==> src/aspe_pkg.sv <==
// Package for the add/subtract expression evaluator.
// Holds the character codes, the status codes and the stack frame type.
// It depends on nothing else.
package aspe_pkg;

	localparam logic [7:0] CHAR_ZERO   = 8'h30;
	localparam logic [7:0] CHAR_NINE   = 8'h39;
	localparam logic [7:0] CHAR_PLUS   = 8'h2B;
	localparam logic [7:0] CHAR_MINUS  = 8'h2D;
	localparam logic [7:0] CHAR_LPAREN = 8'h28;
	localparam logic [7:0] CHAR_RPAREN = 8'h29;

	localparam int VALUE_W = 32;

	typedef enum logic [1:0] {
		ST_OK        = 2'd0,
		ST_TOO_DEEP  = 2'd1,
		ST_UNMATCHED = 2'd2
	} status_t;

	typedef struct packed {
		logic                 neg;
		logic [VALUE_W-1:0]   sum;
	} frame_t;

endpackage

==> src/add_sub_paren_expression_evaluator.sv <==
// Top level of the add/subtract expression evaluator with parentheses.
// Uses aspe_pkg for character codes, status codes and the stack frame type.
//
// The block takes one ASCII character per request, one request per clock
// cycle, and keeps accepting characters while a result waits to be taken. On
// the character marked last it loads a result register at the edge that
// accepts it and returns to its reset state at that same edge. The
// open-parenthesis stack lives in a synchronous memory with a registered read
// port; the top frame is held in a register and the frame below it is read
// ahead every cycle (with a bypass when it was written in the same cycle), so
// a close parenthesis pops without waiting on a memory read. The memory needs
// no clearing pass after reset, because only entries pushed since then are
// ever read. The input stalls only when a last character arrives while the
// previous result is still held.
module add_sub_paren_expression_evaluator #(
	parameter int STACK_DEPTH = 16
) (
	input  logic                clk,
	input  logic                arst_n,
	input  logic [7:0]          char_code,
	input  logic                is_last,
	input  logic                in_valid,
	output logic                in_stall,
	output logic signed [31:0]  value,
	output logic [1:0]          status,
	output logic                out_valid,
	input  logic                out_stall
);
	import aspe_pkg::*;

	localparam int LW        = $clog2(STACK_DEPTH + 1);
	localparam int AW        = (STACK_DEPTH > 1) ? $clog2(STACK_DEPTH) : 1;
	localparam int MEM_DEPTH = 1 << AW;

	// Scalar state.
	logic [VALUE_W-1:0] sum_q, num_q;
	logic               neg_q;
	logic [LW-1:0]      level_q;
	status_t            err_q;
	frame_t             top_q;

	// Stack memory and its read-ahead path.
	frame_t             mem [MEM_DEPTH];
	frame_t             rd_q, fwd_data_q;
	logic               fwd_q;
	frame_t             below;

	// Output register.
	logic               out_valid_q;
	logic [VALUE_W-1:0] value_q;
	status_t            status_q;

	logic               acc;
	logic [VALUE_W-1:0] sum_d, num_d, fold_cur, fold_end;
	logic               neg_d;
	logic [LW-1:0]      level_d, level_next;
	status_t            err_d;
	frame_t             top_d;
	logic               push, we;
	logic [AW-1:0]      wr_addr, rd_addr;
	logic [LW-1:0]      rd_level;
	logic [3:0]         digit;

	assign in_stall  = out_valid_q && out_stall && is_last;
	assign acc       = in_valid && !in_stall;
	assign below     = fwd_q ? fwd_data_q : rd_q;
	assign digit     = 4'(char_code - CHAR_ZERO);
	assign fold_cur  = neg_q ? (sum_q - num_q) : (sum_q + num_q);

	always_comb begin
		sum_d   = sum_q;
		num_d   = num_q;
		neg_d   = neg_q;
		level_d = level_q;
		err_d   = err_q;
		top_d   = top_q;
		push    = 1'b0;
		priority if (char_code >= CHAR_ZERO && char_code <= CHAR_NINE) begin
			num_d = (num_q << 3) + (num_q << 1) + VALUE_W'(digit);
		end else if (char_code == CHAR_PLUS || char_code == CHAR_MINUS) begin
			sum_d = fold_cur;
			num_d = '0;
			neg_d = (char_code == CHAR_MINUS);
		end else if (char_code == CHAR_LPAREN) begin
			if (level_q < LW'(STACK_DEPTH)) begin
				push      = 1'b1;
				top_d.sum = sum_q;
				top_d.neg = neg_q;
				level_d   = level_q + LW'(1);
				sum_d     = '0;
				num_d     = '0;
				neg_d     = 1'b0;
			end else if (err_q == ST_OK) begin
				err_d = ST_TOO_DEEP;
			end
		end else if (char_code == CHAR_RPAREN) begin
			num_d = '0;
			neg_d = 1'b0;
			if (level_q != '0) begin
				level_d = level_q - LW'(1);
				sum_d   = top_q.neg ? (top_q.sum - fold_cur) : (top_q.sum + fold_cur);
				top_d   = below;
			end else begin
				sum_d = fold_cur;
				if (err_q == ST_OK) begin
					err_d = ST_UNMATCHED;
				end
			end
		end else begin
			sum_d = sum_q;
		end
		fold_end = neg_d ? (sum_d - num_d) : (sum_d + num_d);
	end

	// The old top frame moves into memory on a push from a non-zero level, one slot below the new top.
	assign we         = acc && push && (level_q != '0);
	assign wr_addr    = AW'(level_q - LW'(1));
	assign level_next = acc ? (is_last ? '0 : level_d) : level_q;
	assign rd_level   = level_next - LW'(2);
	assign rd_addr    = rd_level[AW-1:0];

	always_ff @(posedge clk) begin
		if (we) begin
			mem[wr_addr] <= top_q;
		end
		rd_q       <= mem[rd_addr];
		fwd_data_q <= top_q;
	end

	always_ff @(posedge clk or negedge arst_n) begin
		if (!arst_n) begin
			fwd_q <= 1'b0;
		end else begin
			fwd_q <= we && (wr_addr == rd_addr);
		end
	end

	always_ff @(posedge clk or negedge arst_n) begin
		if (!arst_n) begin
			sum_q   <= '0;
			num_q   <= '0;
			neg_q   <= 1'b0;
			level_q <= '0;
			err_q   <= ST_OK;
		end else if (acc) begin
			if (is_last) begin
				sum_q   <= '0;
				num_q   <= '0;
				neg_q   <= 1'b0;
				level_q <= '0;
				err_q   <= ST_OK;
			end else begin
				sum_q   <= sum_d;
				num_q   <= num_d;
				neg_q   <= neg_d;
				level_q <= level_d;
				err_q   <= err_d;
			end
		end
	end

	// The top frame is payload: it is only read while the level is non-zero.
	always_ff @(posedge clk) begin
		if (acc && !is_last) begin
			top_q <= top_d;
		end
	end

	always_ff @(posedge clk or negedge arst_n) begin
		if (!arst_n) begin
			out_valid_q <= 1'b0;
		end else if (acc && is_last) begin
			out_valid_q <= 1'b1;
		end else if (!out_stall) begin
			out_valid_q <= 1'b0;
		end
	end

	always_ff @(posedge clk) begin
		if (acc && is_last) begin
			value_q  <= (err_d != ST_OK) ? '0 : fold_end;
			status_q <= err_d;
		end
	end

	assign out_valid = out_valid_q;
	assign value     = value_q;
	assign status    = status_q;

	a_level_bound: assert property (@(posedge clk) disable iff (!arst_n)
		level_q <= LW'(STACK_DEPTH))
		else $error("stack level beyond depth");

	a_last_gives_result: assert property (@(posedge clk) disable iff (!arst_n)
		(acc && is_last) |=> (out_valid && level_q == '0 && err_q == ST_OK))
		else $error("last character did not give a result and clear state");

	a_error_value_zero: assert property (@(posedge clk) disable iff (!arst_n)
		(out_valid && status != ST_OK) |-> (value == '0))
		else $error("value not zero on error status");

	a_held_result: assert property (@(posedge clk) disable iff (!arst_n)
		(out_valid && out_stall && !(acc && is_last)) |=> (out_valid && $stable(value)))
		else $error("stalled result lost or changed");

endmodule
==> config.mk <==
export PLATFORM = sky130hd
export DESIGN_NAME = add_sub_paren_expression_evaluator
export DESIGN_NICKNAME = d
export VERILOG_FILES = /design/src/aspe_pkg.sv /design/src/add_sub_paren_expression_evaluator.sv
export SDC_FILE = /design/constraint.sdc
export NUM_CORES = 1
export LEC_CHECK = 0
export ABC_CLOCK_PERIOD_IN_PS = 8900
export BUFFER_PORTS_ARGS = -buffer_cell sky130_fd_sc_hd__buf_2
export CORE_MARGIN = 2
export CORE_UTILIZATION = 45
export DETAILED_ROUTE_END_ITERATION = 8
export GPL_TIMING_DRIVEN = 0
export PLACE_DENSITY = 0.64
export SKIP_LAST_GASP = 1
export SYNTH_ARGS = -nofsm -noshare
export SYNTH_HDL_FRONTEND = slang
export SYNTH_SLANG_ARGS = --single-unit
export TNS_END_PERCENT = 30
==> constraint.sdc <==
create_clock -name clk -period 8.9 [get_ports clk]
set_input_delay 1.335 -clock clk [delete_from_list [all_inputs] [get_ports clk]]
set_output_delay 1.335 -clock clk [all_outputs]
set_load 0.03 [all_outputs]
==> impl_metrics.json, run 1 <==
{
  "status": "finished clean",
  "p_per_area_nw_per_um2": 218,
  "cts_max_path_buffers": 3,
  "hold_violations": 0,
  "ant_nets": 0,
  "fin_hold_ws_ps": 495,
  "cp-end-kind": "flop",
  "synth_edf_count": 595,
  "async_flop_share": 0.101,
  "cap_violations": 0,
  "port_buffers": 47,
  "fin_tns_setup_ps": 0,
  "dp.cells": 3866,
  "drt-initial-drc-count": 2071,
  "rsz0062_at_grt": "false",
  "routed_wl_um": 104000,
  "cts_made_buffers": 78,
  "synth.cell_area_um2": 37100,
  "arrival_ps": 8920,
  "area_growth_pct": 13.2,
  "route.detailed.wl_per_inst_um": 26.0,
  "max_freq_mhz": 118,
  "track_usage": 0.245,
  "slew_headroom": 0.222,
  "die_area_um2": 84700,
  "gp_congestion": 0.943,
  "ir_worst_vdd_mv": 0.139,
  "rows": 105,
  "start_util": 0.453,
  "root_buffer": "clkbuf_16",
  "yosys_warnings": 0,
  "max_stage_delay_ps": 500,
  "ctsHtreeMaxLevel": 3,
  "crit_type": "flop to flop",
  "clk_pin_slew_worst_paths_ps": 60,
  "fin_crit_sh": 0.950,
  "min_period_ps": 8460,
  "synth_ff_type": "edfxtp_1",
  "fin_skew_ps": 22.6,
  "nFillCells": 6809,
  "fin_nets": 3053,
  "viasPerCell": 6.04,
  "ys_seq_elements": 735,
  "cts_hold_buffers": 0,
  "core_area_um2": 81800,
  "finalNonFillerCells": 4007,
  "grt.overflow.total": 0,
  "vias": 24200,
  "finalSetupViolCount": 0,
  "antennaDiodeCount": 0,
  "cts.sinks": 735,
  "die_w_um": 291,
  "cp_max_fo": 10,
  "drt_pass1_iterations": 5,
  "grt_pass1_wl_um": 156000,
  "worstSkewPairLatency_ps": 630,
  "remaining_drc_errors": 0,
  "cp-start-kind": "flop",
  "cts_tree": "yes",
  "cp_common_cell": "a21oi_1",
  "hp-class": "flop to flop",
  "die_y_um": 291,
  "multi_input_area_um2": 15700,
  "setup_ws_ps": 445,
  "postSynthAreaPerCell_um2": 13.6,
  "grt_max_degree": 39,
  "yosysSeqAreaShare": 0.568,
  "regArea_um2": 21000,
  "grt_pass1_vias": 25000,
  "synth_cell_types": 108,
  "utilization": 0.513,
  "power_leakage_nw": 15.2,
  "tightest_slew_ps": 1160,
  "syn-num-nets": 2908,
  "dp_hpwl_um": 76500,
  "synthCells": 2729,
  "place_ws_ps": -935,
  "slew_viol_final": 0,
  "worst_path_max_delay_cell": "dfrtp_2",
  "io_pins": 49,
  "antenna_found_initial": 0,
  "drive_above_1_share": 0.159,
  "required_ps": 9370
}
-- per-stage QoR --
| stage | cell area [µm²] | power (W) |
|---|---|---|
| final | 42000 | 0.00916 |
| after floorplan | 37100 | 0.00538 |
| after CTS | 41800 | 0.00915 |
| after global placement | 38600 | 0.00585 |
| after global routing | 42000 | 0.00954 |
| after detailed placement | 39200 | 0.00588 |
-- synth_stat cells, types with 30 or more instances --
| cell | n | area, µm² |
|---|---|---|
| edfxtp_1 | 595 | 17900 |
| nor2_1 | 203 | 762 |
| a21oi_1 | 174 | 871 |
| mux4_2 | 165 | 3720 |
| ha_1 | 161 | 2010 |
| nand2_1 | 151 | 567 |
| o21ai_0 | 127 | 636 |
| xnor2_1 | 105 | 920 |
| clkbuf_1 | 85 | 319 |
| dfrtp_1 | 74 | 1850 |
| dfxtp_1 | 66 | 1320 |
| a21o_1 | 63 | 473 |
| xor2_1 | 62 | 543 |
| inv_1 | 57 | 214 |
| nor3_1 | 50 | 250 |
| a22o_1 | 45 | 394 |
| mux2i_1 | 41 | 410 |
| nand3_1 | 36 | 180 |
| a31oi_1 | 30 | 188 |
-- registers in the layout (all words and copies together), names as in the netlist --
register    cells
value          32
mem           528
sum_q          32
top_q          33
err_q           2
out_valid       1
level_q         5
fwd_data_q     33
neg_q           1
num_q          32
status          2
rd_q           33
fwd_q           1
-- critical path, delay by kind of cell, from the launching register on --
family | cells | cell delay [ps]
adder cells (fa/ha/maj) | 3 | 1160
AND/OR/NAND/NOR | 10 | 1730
AO/OA/AOI/OAI | 16 | 3860
XOR/XNOR | 4 | 830
flip-flops | 1 | 500
buffers and inverters | 1 | 210
-- cell families (layout without fill, tap and decap cells) --
logic type                 count (synthesis)  after routing  synth area share
AOI/OAI and AO/OA                        680            680             0.125
xor gates and xnor gates                 173            173            0.0426
adders and majority gates                166            166            0.0571
buffers and inverters                    174            382            0.0183
DFF                                      735            735             0.568
muxes                                    207            207             0.112
and+or+nand+nor                          594            594            0.0774
-- cell type report --
class                           count  share of cell area
Sequential cell                   735               0.502
Inverter                           57             0.00510
Buffer                            114              0.0109
Clock buffer                      102              0.0506
Multi-Input combinational cell   1820               0.373
Clock inverter                     41              0.0108
Tap cell                         1070              0.0319
Timing Repair Buffer               68              0.0160
-- metal layers --
metal	vias up	routed length (µm)	global-route usage
li1	11000	-	-
met1	12100	42600	0.314
met2	860	51600	0.421
met3	223	5720	0.0322
met4	0	4200	0.104
met5	-	0	0
-- path summary, 6_finish.rpt --
path | start | end | slack (ps) | depth (start not counted)
max in group asynchronous | arst_n | sum_q[13] | 7530 | 2
setup reg to reg | num_q[3] | value[31] | 440 | 34
hold / removal | out_valid | out_valid | 490 | 2
setup / recovery | num_q[3] | value[31] | 440 | 34
hold reg to reg | out_valid | out_valid | 490 | 2
min in group asynchronous | arst_n | num_q[26] | 700 | 1
-- power by group --
group	switching (W)	internal [W]	total (W)	leakage, nW
clock network	0.00138	0.00188	0.00326	1.24
logic	0.00131	0.000844	0.00215	7.07
registers	0.0000197	0.00373	0.00375	6.93
-- cells in the final DEF, fill, tap and decap left out, types with 17 or more instances in the layout --
cell,instances
mux4_2,165
xnor2_1,103
nor2_1,184
clkbuf_16,79
a22o_1,45
nor2_4,17
dfrtp_1,69
dfxtp_1,66
xor2_1,59
nand3_1,36
o21a_1,29
o211ai_1,20
a21o_1,63
nand2b_1,27
mux2i_1,41
nor3_1,48
clkbuf_1,98
ha_1,159
a31oi_1,30
inv_1,56
o21ai_0,124
buf_2,67
a22oi_1,25
nand4_1,18
edfxtp_1,595
a21oi_1,173
nand2_1,150
-- repair_timing --
item / in CTS / in global routing
pin swaps: 0 / 4
endpoints found under the setup margin: 14 / 10
setup buffers: 0 / 1
resized for setup: 8 / 35
hold endpoints to repair: 0 / 0
Note: power is estimated with default switching activity, not from simulation.
==> inputs of run 2 (changes only) <==
--- a/config.mk
+++ b/config.mk
@@ -8,10 +8,10 @@
 export ABC_CLOCK_PERIOD_IN_PS = 8900
 export BUFFER_PORTS_ARGS = -buffer_cell sky130_fd_sc_hd__buf_2
 export CORE_MARGIN = 2
-export CORE_UTILIZATION = 45
+export CORE_UTILIZATION = 40
 export DETAILED_ROUTE_END_ITERATION = 8
 export GPL_TIMING_DRIVEN = 0
-export PLACE_DENSITY = 0.64
+export PLACE_DENSITY = 0.59
 export SKIP_LAST_GASP = 1
 export SYNTH_ARGS = -nofsm -noshare
 export SYNTH_HDL_FRONTEND = slang
==> run 2 against run 1 <==
  * Combinational power is essentially flat
  * Hold slack improved by 5.1 ps
  * Clock skew up 20 ps
  * Global-route usage down 1.9 points
  * Critical path type is now input port to flop
  * Highest routed layer is now met5
==> impl_metrics.json, run 2 (same netlist as run 1, synthesis figures left out) <==
{
  "power_leakage_nw": 15.4,
  "grt_max_degree": 41,
  "finalSetupViolCount": 0,
  "cp-end-kind": "flop",
  "io_pins": 49,
  "rows": 111,
  "cts_tree": "yes",
  "fin_crit_sh": 0.954,
  "swShare": 0.295,
  "arrival_ps": 8870,
  "cts.sinks": 735,
  "ir_worst_vdd_mv": 0.146,
  "crit_buf_inv": 5,
  "cp-start-kind": "input port",
  "internal_power_w": 0.00669,
  "drive_above_1_share": 0.167,
  "regArea_um2": 21000,
  "min_period_ps": 8490,
  "die_w_um": 308,
  "drt-initial-drc-count": 2097,
  "utilization": 0.463,
  "hp-class": "flop to flop",
  "multi_input_area_um2": 15600,
  "route.detailed.wl_per_inst_um": 25.6,
  "core_area_um2": 91800,
  "cts_max_path_buffers": 3,
  "cts_made_buffers": 81,
  "tightest_slew_ps": 1160,
  "drt_pass1_iterations": 6,
  "switching_power_w": 0.00280,
  "antennaDiodeCount": 0,
  "start_util": 0.404,
  "crit_type": "input port to flop",
  "max_stage_delay_ps": 880,
  "final_cell_area_um2": 42500,
  "critical-path-top-delay-family": "compound AO/OA/AOI/OAI gates",
  "fin_skew_ps": 42.7,
  "fin_nets": 3061,
  "layout_common_cells": "edfxtp_1 (595), nor2_1 (185), a21oi_1 (172)",
  "port_buffers": 47,
  "grt_pass1_vias": 25100,
  "die_y_um": 308,
  "slew_headroom": 0.222,
  "routed_wl_um": 107000,
  "placed_cell_area_um2": 39400,
  "clock_power_share": 0.375,
  "cp_max_fo": 10,
  "status": "finished clean",
  "clk_pin_slew_worst_paths_ps": 60,
  "remaining_drc_errors": 0,
  "max_freq_mhz": 118,
  "root_buffer": "clkbuf_16",
  "pwr-share-seq": 0.395,
  "worst_path_max_delay_cell": "buf_1",
  "ant_nets": 0,
  "largest_reg_flops": 528,
  "layout_commonest_cell": "edfxtp_1",
  "comb_power_share": 0.230,
  "cap_violations": 0,
  "grt_pass1_wl_um": 159000,
  "regMostFlops": "mem",
  "p_per_area_nw_per_um2": 223,
  "finalPower_w": 0.00949,
  "viasPerCell": 5.83,
  "slew_viol_final": 0,
  "area_growth_pct": 14.6,
  "track_usage": 0.227,
  "vias": 24500,
  "ctsHtreeMaxLevel": 3,
  "antenna_found_initial": 3,
  "dp_hpwl_um": 77200,
  "worstSkewPairLatency_ps": 670,
  "gp_congestion": 0.920,
  "hold_violations": 0,
  "grt.overflow.total": 0,
  "die_area_um2": 95100,
  "nFillCells": 7990,
  "required_ps": 9270
}
run 2: changes by cell type in the layout (fill, tap and decap cells not counted), moves of 3 or more:
cell,delta
clkinv_2,+12
clkinv_1,-9
clkinv_4,-7
bufinv_16,+6
buf_4,+5
clkinv_8,+3
run 2: area by class of cell:
| cell class | instances | area share |
|---|---|---|
| sequential | 735 | 0.495 |
| multi-input combinational | 1820 | 0.368 |
| clock buffer | 105 | 0.0512 |
| tap | 1243 | 0.0366 |
| timing repair buffer | 73 | 0.0169 |
| clock inverter | 47 | 0.0159 |
| buffer | 114 | 0.0108 |
| inverter | 57 | 0.00504 |
run 2: final timing paths:
path	cells after the start	from	endpoint	slack, ps
max	25	char_code[6]	value[28]	410
min	2	out_valid	out_valid	500
max reg2reg	38	num_q[5]	value[31]	410
min reg2reg	2	out_valid	out_valid	500
max in group asynchronous	2	arst_n	num_q[4]	7570
min in group asynchronous	1	arst_n	num_q[28]	650
run 2: worst min-delay path, cell delays in order, from the launching register on:
cell	delay [ps]
dfrtp_1	360
nand2_1	60
nand2_1	50
run 2: repair_timing:
item                       4_1_cts  5_1_grt
gates cloned                     0        0
buffers inserted                 0        6
pin swaps                        0        8
hold buffers                     0        0
setup endpoints to repair       13        8
gates resized for setup          8       35
run 2: layer usage:
metal / part of all wire / track usage
met4: 0.038 / 0.0866
met1: 0.42 / 0.294
met3: 0.052 / 0.0295
met2: 0.49 / 0.387
met5: 0.00012 / 0
run 2: power groups by stage:
stage,clock (W),combinational (W),sequential (W)
after floorplan,0,0.00153,0.00386
after global placement,0,0.00203,0.00382
after detailed placement,0,0.00207,0.00382
after CTS,0.00362,0.00210,0.00375
after global routing,0.00377,0.00237,0.00375
final,0.00356,0.00218,0.00375
run 2: stage by stage:
step	hold slack, ps	std cells	setup WS, ps	setup TNS, ps
floorplan	507	2729	1380	0
global placement	498	4019	-769	-4890
detailed placement	500	4039	-910	-6430
CTS	512	4190	4.09	0
global route	545	4194	-24.9	-24.9
finish	500	4194	406	0
==> inputs of run 3 (changes only) <==
--- a/config.mk
+++ b/config.mk
@@ -8,10 +8,11 @@
 export ABC_CLOCK_PERIOD_IN_PS = 8900
 export BUFFER_PORTS_ARGS = -buffer_cell sky130_fd_sc_hd__buf_2
 export CORE_MARGIN = 2
-export CORE_UTILIZATION = 40
+export CORE_UTILIZATION = 32
 export DETAILED_ROUTE_END_ITERATION = 8
 export GPL_TIMING_DRIVEN = 0
-export PLACE_DENSITY = 0.59
+export HOLD_SLACK_MARGIN = 0.05
+export PLACE_DENSITY = 0.5
 export SKIP_LAST_GASP = 1
 export SYNTH_ARGS = -nofsm -noshare
 export SYNTH_HDL_FRONTEND = slang
==> run 3 against run 2 <==
  * Cell count is 6.5% higher
  * Die area is 25% higher
  * Power hardly changed
  * Worst setup slack worse by 11 ps
  * Sequential cell count stayed put
  * Utilization is 8.9 points lower
==> impl_metrics.json, run 3 (same netlist as run 1, synthesis figures left out) <==
{
  "regMostFlops": "mem",
  "route.detailed.wl_per_inst_um": 25.3,
  "ant_nets": 0,
  "place_ws_ps": -1040,
  "fin_crit_sh": 0.956,
  "status": "finished clean",
  "r2r_slack_ps": 400,
  "rows": 124,
  "viasPerCell": 5.45,
  "slew_viol_final": 0,
  "die_y_um": 344,
  "cp-end-kind": "flop",
  "gp_congestion": 0.939,
  "final_cell_area_um2": 42900,
  "grt_pass1_wl_um": 167000,
  "hp-class": "flop to flop",
  "vias": 24300,
  "nFillCells": 10800,
  "worstSkewPairLatency_ps": 680,
  "layout_commonest_cell": "edfxtp_1",
  "root_buffer": "clkbuf_16",
  "die_area_um2": 119000,
  "cp-start-kind": "flop",
  "ctsHtreeMaxLevel": 3,
  "setup_ws_ps": 396,
  "dp_hpwl_um": 82100,
  "start_util": 0.323,
  "layout_common_cells": "edfxtp_1 (595), nor2_1 (184), a21oi_1 (171)",
  "routed_wl_um": 113000,
  "finalNonFillerCells": 4465,
  "finalSetupViolCount": 0,
  "wl_met3_um": 5530,
  "cts_max_path_buffers": 3,
  "placed_cell_area_um2": 39700,
  "regArea_um2": 21000,
  "required_ps": 9410,
  "fin_nets": 3062,
  "ir_worst_vdd_mv": 0.140,
  "drt_pass1_iterations": 6,
  "max_stage_delay_ps": 510,
  "grt_pass1_vias": 25000,
  "grt.overflow.total": 0,
  "p_per_area_nw_per_um2": 222,
  "track_usage": 0.191,
  "arrival_ps": 9020,
  "cts_made_buffers": 82,
  "cts_tree": "yes",
  "utilization": 0.374,
  "antennaDiodeCount": 0,
  "drive_above_1_share": 0.171,
  "io_pins": 49,
  "cap_violations": 0,
  "max_freq_mhz": 118,
  "area_growth_pct": 15.7,
  "tightest_slew_ps": 1200,
  "antenna_found_initial": 0,
  "port_buffers": 47,
  "top_layer_used": "met4",
  "dp.cells": 4308,
  "largest_reg_flops": 528,
  "wirelength_met1_um": 48400,
  "min_period_ps": 8500,
  "cts.sinks": 735,
  "die_w_um": 344,
  "fin_skew_ps": 54.8,
  "clk_pin_slew_worst_paths_ps": 60,
  "fin_tns_setup_ps": 0,
  "worst_path_max_delay_cell": "dfrtp_2",
  "crit_type": "flop to flop",
  "multi_input_area_um2": 15700,
  "slew_headroom": 0.199,
  "hold_violations": 0,
  "power_leakage_nw": 15.4,
  "wl_met2_um": 54800,
  "remaining_drc_errors": 0,
  "core_area_um2": 115000,
  "drt-initial-drc-count": 1850,
  "cp_max_fo": 10,
  "grt_max_degree": 60
}
-- run 3: changes by cell type in the layout (fill, tap and decap cells not counted), sizes merged --
cell and delta:
bufinv -4, clkbuf +3, buf +1, inv -2, clkinvlp +1, clkinv +3
-- run 3: cell type report --
type,count,area share
clock buffers,109,0.0540
inverters,57,0.00499
flip-flops and latches,735,0.491
well taps,1512,0.0441
multi-input cells,1820,0.366
repair buffers,73,0.0162
plain buffers,114,0.0107
clock inverters,45,0.0132
-- run 3: final timing paths --
path,from,depth (start not counted),to
max,num_q[3],36,value[31]
min,out_valid,2,out_valid
max reg2reg,num_q[3],36,value[31]
min reg2reg,out_valid,2,out_valid
max in group asynchronous,arst_n,2,sum_q[11]
min in group asynchronous,arst_n,1,num_q[28]
-- run 3: per-layer routing --
layer	up-vias	global-route usage
met4	0	0.0672
met2	757	0.325
met3	207	0.0259
met5	-	0
met1	12300	0.249
li1	11000	-
-- run 3: timing repair --
action	in CTS	in global routing
pin swaps	0	8
setup buffers	0	6
gates resized for setup	9	45
hold buffers	0	0
endpoints found under the hold margin	0	0
endpoints found under the setup margin	14	12
-- run 3: stage by stage --
step / power, W / hold slack (ps)
5_1_grt: 0.00990 / 525
4_1_cts: 0.00949 / 502
6_report: 0.00950 / 503
3_3_place_gp: 0.00589 / 483
3_5_place_dp: 0.00591 / 481
2_1_floorplan: 0.00538 / 507
-- run 3: critical path: cells and delay by family, from the launching register on --
kind | cells | cell delay (ps)
AO/OA/AOI/OAI | 22 | 4370
XOR/XNOR | 5 | 1080
adder cells (fa/ha/maj) | 3 | 1060
flip-flops | 1 | 510
AND/OR/NAND/NOR | 6 | 1290
-- run 3: report_power, final --
group | internal [W] | switching [W]
logic | 0.000866 | 0.00134
registers | 0.00373 | 0.0000217
clock network | 0.00209 | 0.00146
